==> src/rtl/bbg_pkg.sv <==
`default_nettype none
package bbg_pkg;
	localparam int DistW = 24;
	localparam int AreaW = 23;
	localparam int WidthW = 11;
	localparam int OutCoordW = 11;
	localparam logic [7:0] WhiteLevel = 8'd255;
	localparam logic [DistW-1:0] ResetDist = 24'd900;
	localparam logic [AreaW-1:0] ResetArea = 23'd1000;
	localparam logic [WidthW-1:0] ResetWidth = 11'd50;

	typedef enum logic [1:0] {
		REG_DIST = 2'd0,
		REG_AREA = 2'd1,
		REG_WIDTH = 2'd2
	} reg_index_t;

	typedef enum logic [2:0] {
		ST_IDLE,
		ST_SCAN,
		ST_REPORT_RD,
		ST_REPORT_CHK,
		ST_OUT
	} state_t;

	typedef struct packed {
		logic load_pixel;
		logic scan_rd;
		logic join_blob;
		logic new_blob;
		logic set_ovf;
		logic rep_rd;
		logic keep_box;
		logic emit_box;
		logic emit_last;
		logic clear;
	} cmd_t;

	typedef struct packed {
		logic white;
		logic last;
		logic idx_at_count;
		logic full;
		logic hit;
		logic pass;
		logic held;
		logic out_busy;
	} status_t;
endpackage
`default_nettype wire

==> src/rtl/bbg_pixel_if.sv <==
`default_nettype none
interface bbg_pixel_if #(parameter int CW = 11);
	logic valid;
	logic ready;
	logic [CW-1:0] column;
	logic [CW-1:0] row_index;
	logic [7:0] pixel_value;
	logic frame_end;
	modport source(output valid, column, row_index, pixel_value, frame_end, input ready);
	modport sink(input valid, column, row_index, pixel_value, frame_end, output ready);
endinterface
`default_nettype wire

==> src/rtl/bbg_box_if.sv <==
`default_nettype none
interface bbg_box_if;
	logic valid;
	logic ready;
	logic [10:0] box_min_x;
	logic [10:0] box_min_y;
	logic [10:0] box_max_x;
	logic [10:0] box_max_y;
	logic box_valid;
	logic table_overflow;
	logic last_box;
	modport source(output valid, box_min_x, box_min_y, box_max_x, box_max_y, box_valid,
		table_overflow, last_box, input ready);
	modport sink(input valid, box_min_x, box_min_y, box_max_x, box_max_y, box_valid,
		table_overflow, last_box, output ready);
endinterface
`default_nettype wire

==> src/rtl/bbg_ram.sv <==
`default_nettype none
module bbg_ram #(
	parameter int WIDTH = 44,
	parameter int DEPTH = 32
) (
	input wire logic clk,
	input wire logic we,
	input wire logic [$clog2(DEPTH)-1:0] waddr,
	input wire logic [WIDTH-1:0] wdata,
	input wire logic [$clog2(DEPTH)-1:0] raddr,
	output logic [WIDTH-1:0] rdata
);
	logic [WIDTH-1:0] mem [DEPTH];

	always_ff @(posedge clk) begin
		if (we) begin
			mem[waddr] <= wdata;
		end
		rdata <= mem[raddr];
	end
endmodule
`default_nettype wire

==> src/rtl/bbg_ctrl.sv <==
`default_nettype none
module bbg_ctrl
	import bbg_pkg::*;
(
	input wire logic clk,
	input wire logic arst_n,
	input wire logic in_valid,
	output logic in_ready,
	input wire status_t st,
	output cmd_t cmd
);
	state_t state_q, state_d;

	always_ff @(posedge clk or negedge arst_n) begin
		if (!arst_n) begin
			state_q <= ST_IDLE;
		end else begin
			state_q <= state_d;
		end
	end

	always_comb begin
		state_d = state_q;
		cmd = '0;
		in_ready = 1'b0;
		case (state_q)
			ST_IDLE: begin
				in_ready = 1'b1;
				if (in_valid) begin
					cmd.load_pixel = 1'b1;
					state_d = ST_SCAN;
				end
			end
			// one table entry read per cycle; hit checked on the entry read last cycle
			ST_SCAN: begin
				if (!st.white) begin
					state_d = st.last ? ST_REPORT_RD : ST_IDLE;
				end else if (st.hit) begin
					cmd.join_blob = 1'b1;
					state_d = st.last ? ST_REPORT_RD : ST_IDLE;
				end else if (st.idx_at_count) begin
					if (st.full) begin
						cmd.set_ovf = 1'b1;
					end else begin
						cmd.new_blob = 1'b1;
					end
					state_d = st.last ? ST_REPORT_RD : ST_IDLE;
				end else begin
					cmd.scan_rd = 1'b1;
				end
			end
			ST_REPORT_RD: begin
				if (st.idx_at_count) begin
					// final beat: the held box with last_box, or the empty report
					if (!st.out_busy) begin
						cmd.emit_last = 1'b1;
						cmd.clear = 1'b1;
						state_d = ST_IDLE;
					end
				end else begin
					cmd.rep_rd = 1'b1;
					state_d = ST_REPORT_CHK;
				end
			end
			ST_REPORT_CHK: begin
				state_d = ST_OUT;
			end
			ST_OUT: begin
				if (!st.pass) begin
					state_d = ST_REPORT_RD;
				end else if (!st.held) begin
					cmd.keep_box = 1'b1;
					state_d = ST_REPORT_RD;
				end else if (!st.out_busy) begin
					cmd.emit_box = 1'b1;
					cmd.keep_box = 1'b1;
					state_d = ST_REPORT_RD;
				end
			end
			default: state_d = ST_IDLE;
		endcase
	end
endmodule
`default_nettype wire

==> src/rtl/bbg_datapath.sv <==
`default_nettype none
module bbg_datapath
	import bbg_pkg::*;
#(
	parameter int MAX_BLOBS = 32,
	parameter int COORD_BITS = 11
) (
	input wire logic clk,
	input wire logic arst_n,
	input wire logic [COORD_BITS-1:0] column,
	input wire logic [COORD_BITS-1:0] row_index,
	input wire logic [7:0] pixel_value,
	input wire logic frame_end,
	input wire logic cfg_we,
	input wire logic [1:0] cfg_index,
	input wire logic [DistW-1:0] cfg_data,
	input wire cmd_t cmd,
	output status_t st,
	bbg_box_if.source box
);
	localparam int IW = $clog2(MAX_BLOBS);
	localparam int CNTW = $clog2(MAX_BLOBS + 1);
	localparam int EW = 4 * COORD_BITS;
	localparam int SQW = 2 * COORD_BITS;
	localparam int GW = SQW + 1;
	localparam int DCW = (GW > DistW) ? GW : DistW;
	localparam int ACW = (SQW > AreaW) ? SQW : AreaW;
	localparam int WCW = (COORD_BITS > WidthW) ? COORD_BITS : WidthW;

	logic [DistW-1:0] dist_q;
	logic [AreaW-1:0] area_q;
	logic [WidthW-1:0] width_q;
	logic [COORD_BITS-1:0] px_q, py_q;
	logic white_q, last_q, ovf_q;
	logic [CNTW-1:0] count_q, idx_q;
	logic [IW-1:0] rd_idx_q;
	logic rd_ok_q;
	logic [EW-1:0] rdata, wdata;
	logic [IW-1:0] raddr, waddr;
	logic we;
	logic [COORD_BITS-1:0] l, t, r, b;
	logic [COORD_BITS-1:0] gx, gy;
	logic [SQW-1:0] gx_sq, gy_sq;
	logic [GW-1:0] dsq;
	logic hit;
	logic [COORD_BITS-1:0] wid, hgt;
	logic [SQW-1:0] area_s1;
	logic [COORD_BITS-1:0] wid_s1;
	logic [EW-1:0] ent_s1;
	logic ovalid_q;
	logic hold_q;
	logic [EW-1:0] hold_ent_q;
	logic emit;

	always_ff @(posedge clk or negedge arst_n) begin
		if (!arst_n) begin
			dist_q <= ResetDist;
			area_q <= ResetArea;
			width_q <= ResetWidth;
		end else if (cfg_we) begin
			case (cfg_index)
				REG_DIST: dist_q <= cfg_data;
				REG_AREA: area_q <= cfg_data[AreaW-1:0];
				REG_WIDTH: width_q <= cfg_data[WidthW-1:0];
				default: ;
			endcase
		end
	end

	assign {l, t, r, b} = rdata;
	assign gx = (px_q < l) ? l - px_q : (px_q > r) ? px_q - r : '0;
	assign gy = (py_q < t) ? t - py_q : (py_q > b) ? py_q - b : '0;
	assign gx_sq = SQW'(gx) * SQW'(gx);
	assign gy_sq = SQW'(gy) * SQW'(gy);
	assign dsq = {1'b0, gx_sq} + {1'b0, gy_sq};
	assign hit = rd_ok_q && (DCW'(dsq) < DCW'(dist_q));
	assign wid = r - l;
	assign hgt = b - t;

	assign raddr = (cmd.scan_rd || cmd.rep_rd) ? idx_q[IW-1:0] : '0;
	assign we = cmd.join_blob || cmd.new_blob;
	assign waddr = cmd.join_blob ? rd_idx_q : count_q[IW-1:0];
	always_comb begin
		if (cmd.join_blob) begin
			wdata = {(px_q < l) ? px_q : l, (py_q < t) ? py_q : t,
				(px_q > r) ? px_q : r, (py_q > b) ? py_q : b};
		end else begin
			wdata = {px_q, py_q, px_q, py_q};
		end
	end

	bbg_ram #(.WIDTH(EW), .DEPTH(MAX_BLOBS)) u_ram (
		.clk(clk), .we(we), .waddr(waddr), .wdata(wdata), .raddr(raddr), .rdata(rdata)
	);

	always_ff @(posedge clk or negedge arst_n) begin
		if (!arst_n) begin
			px_q <= '0;
			py_q <= '0;
			white_q <= 1'b0;
			last_q <= 1'b0;
		end else if (cmd.load_pixel) begin
			px_q <= column;
			py_q <= row_index;
			white_q <= pixel_value == WhiteLevel;
			last_q <= frame_end;
		end
	end

	always_ff @(posedge clk or negedge arst_n) begin
		if (!arst_n) begin
			count_q <= '0;
			ovf_q <= 1'b0;
			idx_q <= '0;
			rd_idx_q <= '0;
			rd_ok_q <= 1'b0;
		end else begin
			rd_ok_q <= cmd.scan_rd || cmd.rep_rd;
			if (cmd.scan_rd || cmd.rep_rd) begin
				rd_idx_q <= idx_q[IW-1:0];
			end
			// each pixel and the report restart the index from zero
			if (cmd.load_pixel) begin
				idx_q <= '0;
			end else if ((cmd.join_blob || cmd.new_blob || cmd.set_ovf) && last_q) begin
				idx_q <= '0;
			end else if (cmd.scan_rd || cmd.rep_rd) begin
				idx_q <= idx_q + CNTW'(1);
			end
			if (cmd.clear) begin
				count_q <= '0;
			end else if (cmd.new_blob) begin
				count_q <= count_q + CNTW'(1);
			end
			if (cmd.clear) begin
				ovf_q <= 1'b0;
			end else if (cmd.set_ovf) begin
				ovf_q <= 1'b1;
			end
		end
	end

	always_ff @(posedge clk) begin
		if (rd_ok_q) begin
			area_s1 <= SQW'(wid) * SQW'(hgt);
			wid_s1 <= wid;
			ent_s1 <= rdata;
		end
	end

	assign emit = cmd.emit_box || cmd.emit_last;

	always_ff @(posedge clk or negedge arst_n) begin
		if (!arst_n) begin
			ovalid_q <= 1'b0;
		end else if (emit) begin
			ovalid_q <= 1'b1;
		end else if (box.ready) begin
			ovalid_q <= 1'b0;
		end
	end
	// hold one box back so last_box can be set on the final one
	always_ff @(posedge clk or negedge arst_n) begin
		if (!arst_n) begin
			hold_q <= 1'b0;
		end else if (cmd.clear) begin
			hold_q <= 1'b0;
		end else if (cmd.keep_box) begin
			hold_q <= 1'b1;
		end
	end
	always_ff @(posedge clk) begin
		if (cmd.keep_box) begin
			hold_ent_q <= ent_s1;
		end
	end
	assign box.valid = ovalid_q;
	always_ff @(posedge clk) begin
		if (emit) begin
			box.table_overflow <= ovf_q;
			box.box_valid <= hold_q;
			box.last_box <= cmd.emit_last;
			{box.box_min_x, box.box_min_y, box.box_max_x, box.box_max_y} <=
				!hold_q ? '0 : {OutCoordW'(hold_ent_q[EW-1 -: COORD_BITS]),
				OutCoordW'(hold_ent_q[3*COORD_BITS-1 -: COORD_BITS]),
				OutCoordW'(hold_ent_q[2*COORD_BITS-1 -: COORD_BITS]),
				OutCoordW'(hold_ent_q[COORD_BITS-1:0])};
		end
	end

	assign st.white = white_q;
	assign st.last = last_q;
	assign st.idx_at_count = idx_q == count_q;
	assign st.full = count_q == CNTW'(MAX_BLOBS);
	assign st.hit = hit;
	assign st.pass = (ACW'(area_s1) >= ACW'(area_q)) && (WCW'(wid_s1) >= WCW'(width_q));
	assign st.held = hold_q;
	assign st.out_busy = ovalid_q && !box.ready;
endmodule
`default_nettype wire

==> src/rtl/blob_bounding_box_grouper.sv <==
// blob bounding box grouper
// pixels enter on the pix channel one beat at a time, boxes leave on the box channel
// a white pixel is compared against the blob table one entry per cycle from a single
// ram read port, until a hit or the end of the stored blobs; any other pixel skips the scan
// pix.ready is high only while idle, so one pixel is in flight at a time
// frame_end starts a report after its own pixel: each stored blob is read, its area
// multiplied into a register and then checked, and the report closes with a final beat
// a passing box is held back one entry so the final beat can carry last_box
// an empty report is one beat with box_valid low
// reset clears the blob count, overflow flag and registers to defaults
// a stalled box channel holds the report; no pixel is taken until it completes
// configuration writes take effect at the clock edge with cfg_we high
`default_nettype none
module blob_bounding_box_grouper
	import bbg_pkg::*;
#(
	parameter int MAX_BLOBS = 32,
	parameter int COORD_BITS = 11
) (
	input wire logic clk,
	input wire logic arst_n,
	input wire logic cfg_we,
	input wire logic [1:0] cfg_index,
	input wire logic [DistW-1:0] cfg_data,
	bbg_pixel_if.sink pix,
	bbg_box_if.source box
);
	cmd_t cmd;
	status_t st;

	bbg_ctrl u_ctrl (
		.clk(clk), .arst_n(arst_n), .in_valid(pix.valid), .in_ready(pix.ready),
		.st(st), .cmd(cmd)
	);

	bbg_datapath #(.MAX_BLOBS(MAX_BLOBS), .COORD_BITS(COORD_BITS)) u_dp (
		.clk(clk), .arst_n(arst_n), .column(pix.column), .row_index(pix.row_index),
		.pixel_value(pix.pixel_value), .frame_end(pix.frame_end), .cfg_we(cfg_we),
		.cfg_index(cfg_index), .cfg_data(cfg_data), .cmd(cmd), .st(st), .box(box)
	);

`ifndef SYNTHESIS
	a_one_emit: assert property (@(posedge clk) disable iff (!arst_n)
		!(cmd.emit_box && cmd.emit_last)) else $error("double emit");
	a_no_take_busy: assert property (@(posedge clk) disable iff (!arst_n)
		box.valid && !box.ready |=> box.valid) else $error("box dropped");
	a_hold_beat: assert property (@(posedge clk) disable iff (!arst_n)
		box.valid && !box.ready |=> $stable({box.box_min_x, box.box_min_y, box.box_max_x,
		box.box_max_y, box.box_valid, box.table_overflow, box.last_box}))
		else $error("box beat changed while stalled");
	a_join_excl: assert property (@(posedge clk) disable iff (!arst_n)
		!(cmd.join_blob && cmd.new_blob)) else $error("join and new");
`endif
endmodule
`default_nettype wire
==> src/flat_wrapper.sv <==
// flat-port wrapper written by rule: the top's interface ports become plain ports
module blob_bounding_box_grouper_flat import bbg_pkg::*;
#(
	parameter int MAX_BLOBS = 32,
	parameter int COORD_BITS = 11
)
  (clk, arst_n, cfg_we, cfg_index, cfg_data, pix_valid, pix_column, pix_row_index, pix_pixel_value, pix_frame_end, pix_ready, box_valid, box_box_min_x, box_box_min_y, box_box_max_x, box_box_max_y, box_box_valid, box_table_overflow, box_last_box, box_ready);
  bbg_pixel_if pix_i ();
  bbg_box_if box_i ();
  input wire logic clk;
  input wire logic arst_n;
  input wire logic cfg_we;
  input wire logic [1:0] cfg_index;
  input wire logic [DistW-1:0] cfg_data;
  input wire logic [$bits(pix_i.valid)-1:0] pix_valid;
  input wire logic [$bits(pix_i.column)-1:0] pix_column;
  input wire logic [$bits(pix_i.row_index)-1:0] pix_row_index;
  input wire logic [$bits(pix_i.pixel_value)-1:0] pix_pixel_value;
  input wire logic [$bits(pix_i.frame_end)-1:0] pix_frame_end;
  output wire logic [$bits(pix_i.ready)-1:0] pix_ready;
  output wire logic [$bits(box_i.valid)-1:0] box_valid;
  output wire logic [$bits(box_i.box_min_x)-1:0] box_box_min_x;
  output wire logic [$bits(box_i.box_min_y)-1:0] box_box_min_y;
  output wire logic [$bits(box_i.box_max_x)-1:0] box_box_max_x;
  output wire logic [$bits(box_i.box_max_y)-1:0] box_box_max_y;
  output wire logic [$bits(box_i.box_valid)-1:0] box_box_valid;
  output wire logic [$bits(box_i.table_overflow)-1:0] box_table_overflow;
  output wire logic [$bits(box_i.last_box)-1:0] box_last_box;
  input wire logic [$bits(box_i.ready)-1:0] box_ready;
  assign pix_i.valid = pix_valid;
  assign pix_i.column = pix_column;
  assign pix_i.row_index = pix_row_index;
  assign pix_i.pixel_value = pix_pixel_value;
  assign pix_i.frame_end = pix_frame_end;
  assign pix_ready = pix_i.ready;
  assign box_valid = box_i.valid;
  assign box_box_min_x = box_i.box_min_x;
  assign box_box_min_y = box_i.box_min_y;
  assign box_box_max_x = box_i.box_max_x;
  assign box_box_max_y = box_i.box_max_y;
  assign box_box_valid = box_i.box_valid;
  assign box_table_overflow = box_i.table_overflow;
  assign box_last_box = box_i.last_box;
  assign box_i.ready = box_ready;
  blob_bounding_box_grouper #(.MAX_BLOBS(MAX_BLOBS), .COORD_BITS(COORD_BITS)) u_core (.clk(clk), .arst_n(arst_n), .cfg_we(cfg_we), .cfg_index(cfg_index), .cfg_data(cfg_data), .pix(pix_i), .box(box_i));
endmodule
==> config.mk <==
export PLATFORM = sky130hd
export DESIGN_NAME = blob_bounding_box_grouper_flat
export DESIGN_NICKNAME = d
export VERILOG_FILES = /design/src/rtl/bbg_pkg.sv /design/src/rtl/bbg_pixel_if.sv /design/src/rtl/bbg_box_if.sv /design/src/rtl/bbg_ram.sv /design/src/rtl/bbg_ctrl.sv /design/src/rtl/bbg_datapath.sv /design/src/rtl/blob_bounding_box_grouper.sv /design/src/flat_wrapper.sv
export SDC_FILE = /design/constraint.sdc
export NUM_CORES = 2
export LEC_CHECK = 0
export BUFFER_PORTS_ARGS = -buffer_cell sky130_fd_sc_hd__clkbuf_2
export CORE_MARGIN = 1
export CORE_UTILIZATION = 60
export CTS_BUF_LIST = sky130_fd_sc_hd__clkbuf_16
export CTS_CLUSTER_SIZE = 28
export DETAILED_ROUTE_END_ITERATION = 8
export PLACE_DENSITY = 0.83
export SLEW_MARGIN = 10
export SYNTH_ARGS = -nofsm -noshare
export SYNTH_HDL_FRONTEND = slang
export SYNTH_SLANG_ARGS = --single-unit
==> constraint.sdc <==
create_clock -name clk -period 30.5 [get_ports clk]
set_input_delay 6.1 -clock clk [delete_from_list [all_inputs] [get_ports clk]]
set_output_delay 6.1 -clock clk [all_outputs]
set_load 0.005 [all_outputs]
==> results.tsv <==
stage	metric	value	unit
route	final wirelength	223	mm
outcome	status	finished clean	
cells_and_area	FILL cells	8537	
sta	FMAX	0.0662	GHz
hold_path	Worst Hold Endpoint	u_core.u_dp.hold_ent_q[41]$_DFFE_PP_	
grt	vias in the first global route	52200	
sta	final setup fails	0	
route	1st-iter DRT viols	7755	
critical_path	reg2reg end	u_core.u_dp.u_ram.rdata[13]$_DFF_P_	
route	DRT Pass-1 Iters	7	
clock_network	TritonCTS Buffers	165	
synthesis	ys async rst share	6.14	%
die	I/O pin total	111	
synthesis	Synth area leaders	edfxtp_1, fa_1, mux4_2, ha_1, dfrtp_1	
clock_network	worst-skew pair later-pin latency	0.84	ns
route	Post-route DRC	0	
grt	largest net degree at the start of global routing	112	
grt	first-pass GRT wire length	327	mm
grt	antenna violations before repair	12	
critical_path	critical path peak fanout	65	
cells_and_area	Synth-to-Final Area Change	10.4	%
critical_path	crit path kind	flip-flop to flip-flop	
critical_path	setup slack, reg-to-reg	15.40	ns
sta	Final period util	49.5	%
hold_path	hold_sp	u_core.u_dp.ent_s1[41]$_DFFE_PP_	
synthesis	EDFF count, synth	1576	
route	DR vias/cell	6.74	
synthesis	Synth Area in Simple Gates	6.27	%
clock_network	Post-CTS Hold Fix Bufs	0	
synthesis	Avg Cell Area, Syn	14.3	µm²
critical_path	WP data arrival	15.86	ns
synthesis	Adder-Cell Fraction of Synth Area	10.4	%
synthesis	largest family of logic cells by synthesized area	adder cells	
route	Routed WL per cell	28.9	µm
critical_path	crit-path most repeated cell	fa_1	
cells_and_area	commonest non-fill, non-tap cells in the layout	edfxtp_1, inv_1, nand2_1, nor2_1, ha_1	
sta	Worst-Margin Slew	1.37	ns
critical_path	critical path's top delay family	compound AO/OA/AOI/OAI gates	
placement	pre-CTS setup slack	15.80	ns
placement	post-placement cell area	84700	µm²
sta	RSZ-0062 raised after global routing	false	
clock_network	CTS sink count	1726	
synthesis	#FFs+latches synth	1726	
synthesis	Compound-Gate Fraction of Synth Area	9.52	%
route	remaining antenna violation count after routing	0	
critical_path	Crit. End Element	flip-flop	
clock_network	H-tree depth	4	
route	DR vias	52000	
critical_path	Reg2Reg Depth	41	
placement	PortBufs	110	
clock_network	CTS tree	built	
synthesis	syn nets	6299	
sta	post-route setup TNS	0	ns
cells_and_area	Final Cell Area	90100	µm²
critical_path	CP max stage cell	nand2_2	
synthesis	multiplexer area fraction after synthesis	6.60	%
synthesis	leading area contributor after synthesis	edfxtp_1	
sta	Final Skew	0.0545	ns
clock_network	PostCTS Resize Cnt	0	
synthesis	ys flop type	edfxtp_1	
sta	Slew headroom	8.94	%
die	die area	138000	µm²
synthesis	post-synth top area share	58.0	%
sta	Final Max Slew Viols	0	
placement	DPL Wire Length	135	mm
synthesis	Ys Warns	0	
synthesis	Post-Syn Instances	5706	
synthesis	sequential area share after synthesis	62.3	%
sta	final setup margin	15.40	ns
synthesis	synthesized area	81700	µm²
hold_path	hold path cells	0	
die	Die W	371	µm
die	Core ar.	134000	µm²
critical_path	max incr delay on CP	1.20	ns
synthesis	synth unique cells	93	
clock_network	CTS Buffer Depth	3	
hold_path	Hold Crit Class	flip-flop to flip-flop	
die	FP Rows	134	
die	Initial Utilization	60.8	%
critical_path	buffers and inverters on the worst path	6	
grt	GRT overflow	0	
cells_and_area	# nets final	6400	
placement	Final Wtd Congestion	0.969	
job	max-cap check violation count	0	
clock_network	clk slew on worst S/H paths	0.06	ns
sta	Tmin final	15.10	ns
sta	Hold Vio Cnt, Final	0	
clock_network	clock root cell	clkbuf_16	
critical_path	CP required	31.26	ns
cells_and_area	commonest non-fill, non-tap cell in the layout	edfxtp_1	
cells_and_area	share of cells above drive strength 1	15.0	%
synthesis	post-synthesis xor/xnor area fraction	1.08	%
grt	GRT Total Usage	32.5	%
clock_network	Post CTS Setup Buffer Count	0	
die	Die Ht	371	µm
critical_path	R2R Path Start	u_core.u_dp.u_ram.rdata[12]$_DFF_P_	
critical_path	startpoint types	flip-flop	
==> routing by layer <==
metal,track usage (%),up-vias,share of wire (%)
met5,0,-,0.034
met1,41.6,25600,34
met2,51.1,4208,47
met3,8.35,848,13
li1,-,21400,-
met4,17.5,12,5.7
==> cell families after synthesis <==
logic type | after synthesis
buffers and inverters | 798
XOR/XNOR | 101
multiplexers | 308
flip-flops | 1726
AND/OR/NAND/NOR | 1127
adder cells (fa/ha/maj) | 531
AO/OA/AOI/OAI | 1115
==> how the worst max path moves through the flow <==
stage / depth (start not counted) / slack (ns) / to / startpoint
finish: 41 / 15.40 / u_core.u_dp.u_ram.rdata[13]$_DFF_P_ / u_core.u_dp.u_ram.rdata[12]$_DFF_P_
CTS: 41 / 15.67 / u_core.u_dp.u_ram.mem[29][32]$_DFFE_PP_ / u_core.u_dp.u_ram.rdata[12]$_DFF_P_
global placement: 42 / 16.17 / u_core.u_dp.u_ram.rdata[28]$_DFF_P_ / u_core.u_dp.u_ram.rdata[12]$_DFF_P_
floorplan: 43 / 18.08 / u_core.u_dp.u_ram.mem[10][0]$_DFFE_PP_ / u_core.u_dp.u_ram.rdata[12]$_DFF_P_
detailed placement: 41 / 15.80 / u_core.u_dp.u_ram.mem[29][32]$_DFFE_PP_ / u_core.u_dp.u_ram.rdata[12]$_DFF_P_
global route: 40 / 15.11 / u_core.u_dp.u_ram.mem[29][32]$_DFFE_PP_ / u_core.u_dp.u_ram.rdata[12]$_DFF_P_
==> state kept, by name (all words and copies together), names as in the netlist, 22 cells and up <==
name                     flops
u_core.u_dp.area_s1         22
u_core.u_dp.area_q          23
u_core.u_dp.u_ram.rdata     44
u_core.u_dp.dist_q          24
u_core.u_dp.u_ram.mem     1408
u_core.u_dp.hold_ent_q      44
u_core.u_dp.ent_s1          44
==> cell type report <==
class | instances | area [µm²] | area share (%)
well taps | 1768 | 2210 | 2.45
repair buffers | 234 | 1510 | 1.67
flip-flops and latches | 1726 | 50900 | 56.5
clock buffers | 166 | 4150 | 4.61
clock inverters | 138 | 1200 | 1.33
multi-input cells | 3182 | 28300 | 31.4
diodes | 2 | 5.00 | 0.00555
inverters | 498 | 1880 | 2.09
==> cells in the mapped netlist, types with 30 or more instances <==
| library cell | number |
|---|---|
| inv_1 | 492 |
| a221o_1 | 47 |
| mux2i_1 | 50 |
| a31oi_1 | 101 |
| o2bb2ai_1 | 88 |
| o31ai_1 | 48 |
| a32o_1 | 45 |
| o21ai_0 | 305 |
| o211ai_1 | 52 |
| mux2_2 | 82 |
| o31a_1 | 46 |
| nand2_1 | 442 |
| fa_1 | 250 |
| a221oi_1 | 90 |
| clkbuf_1 | 213 |
| mux4_2 | 176 |
| and2_1 | 117 |
| edfxtp_1 | 1576 |
| ha_1 | 281 |
| nor2_1 | 327 |
| a21oi_1 | 156 |
| nand2b_1 | 44 |
| a21o_1 | 30 |
| xor2_1 | 36 |
| buf_2 | 66 |
| dfxtp_1 | 44 |
| dfrtp_1 | 93 |
| nor3_1 | 41 |
| nor2b_1 | 32 |
| xnor2_1 | 65 |
==> worst reg2reg max path: cells and delay by family (launching register included) <==
| family | cells | cell delay, ns |
|---|---|---|
| AO/OA/AOI/OAI | 19 | 5.83 |
| XOR/XNOR | 1 | 0.15 |
| adder cells (fa/ha/maj) | 10 | 4.53 |
| buffers and inverters | 6 | 1.81 |
| flip-flops | 1 | 0.58 |
| AND/OR/NAND/NOR | 5 | 2.18 |
==> metrics by stage <==
step,utilization [%],std cells,hold slack [ns]
after floorplan,-,5706,0.400
after global placement,63.1,7407,0.403
after detailed placement,63.1,7407,0.405
after CTS,67.1,7711,0.415
after global routing,67.1,7713,0.427
final,67.1,7714,0.416
Power is not shown: default switching activity piles up to over one toggle a cycle in this logic, so the estimate is an artifact.
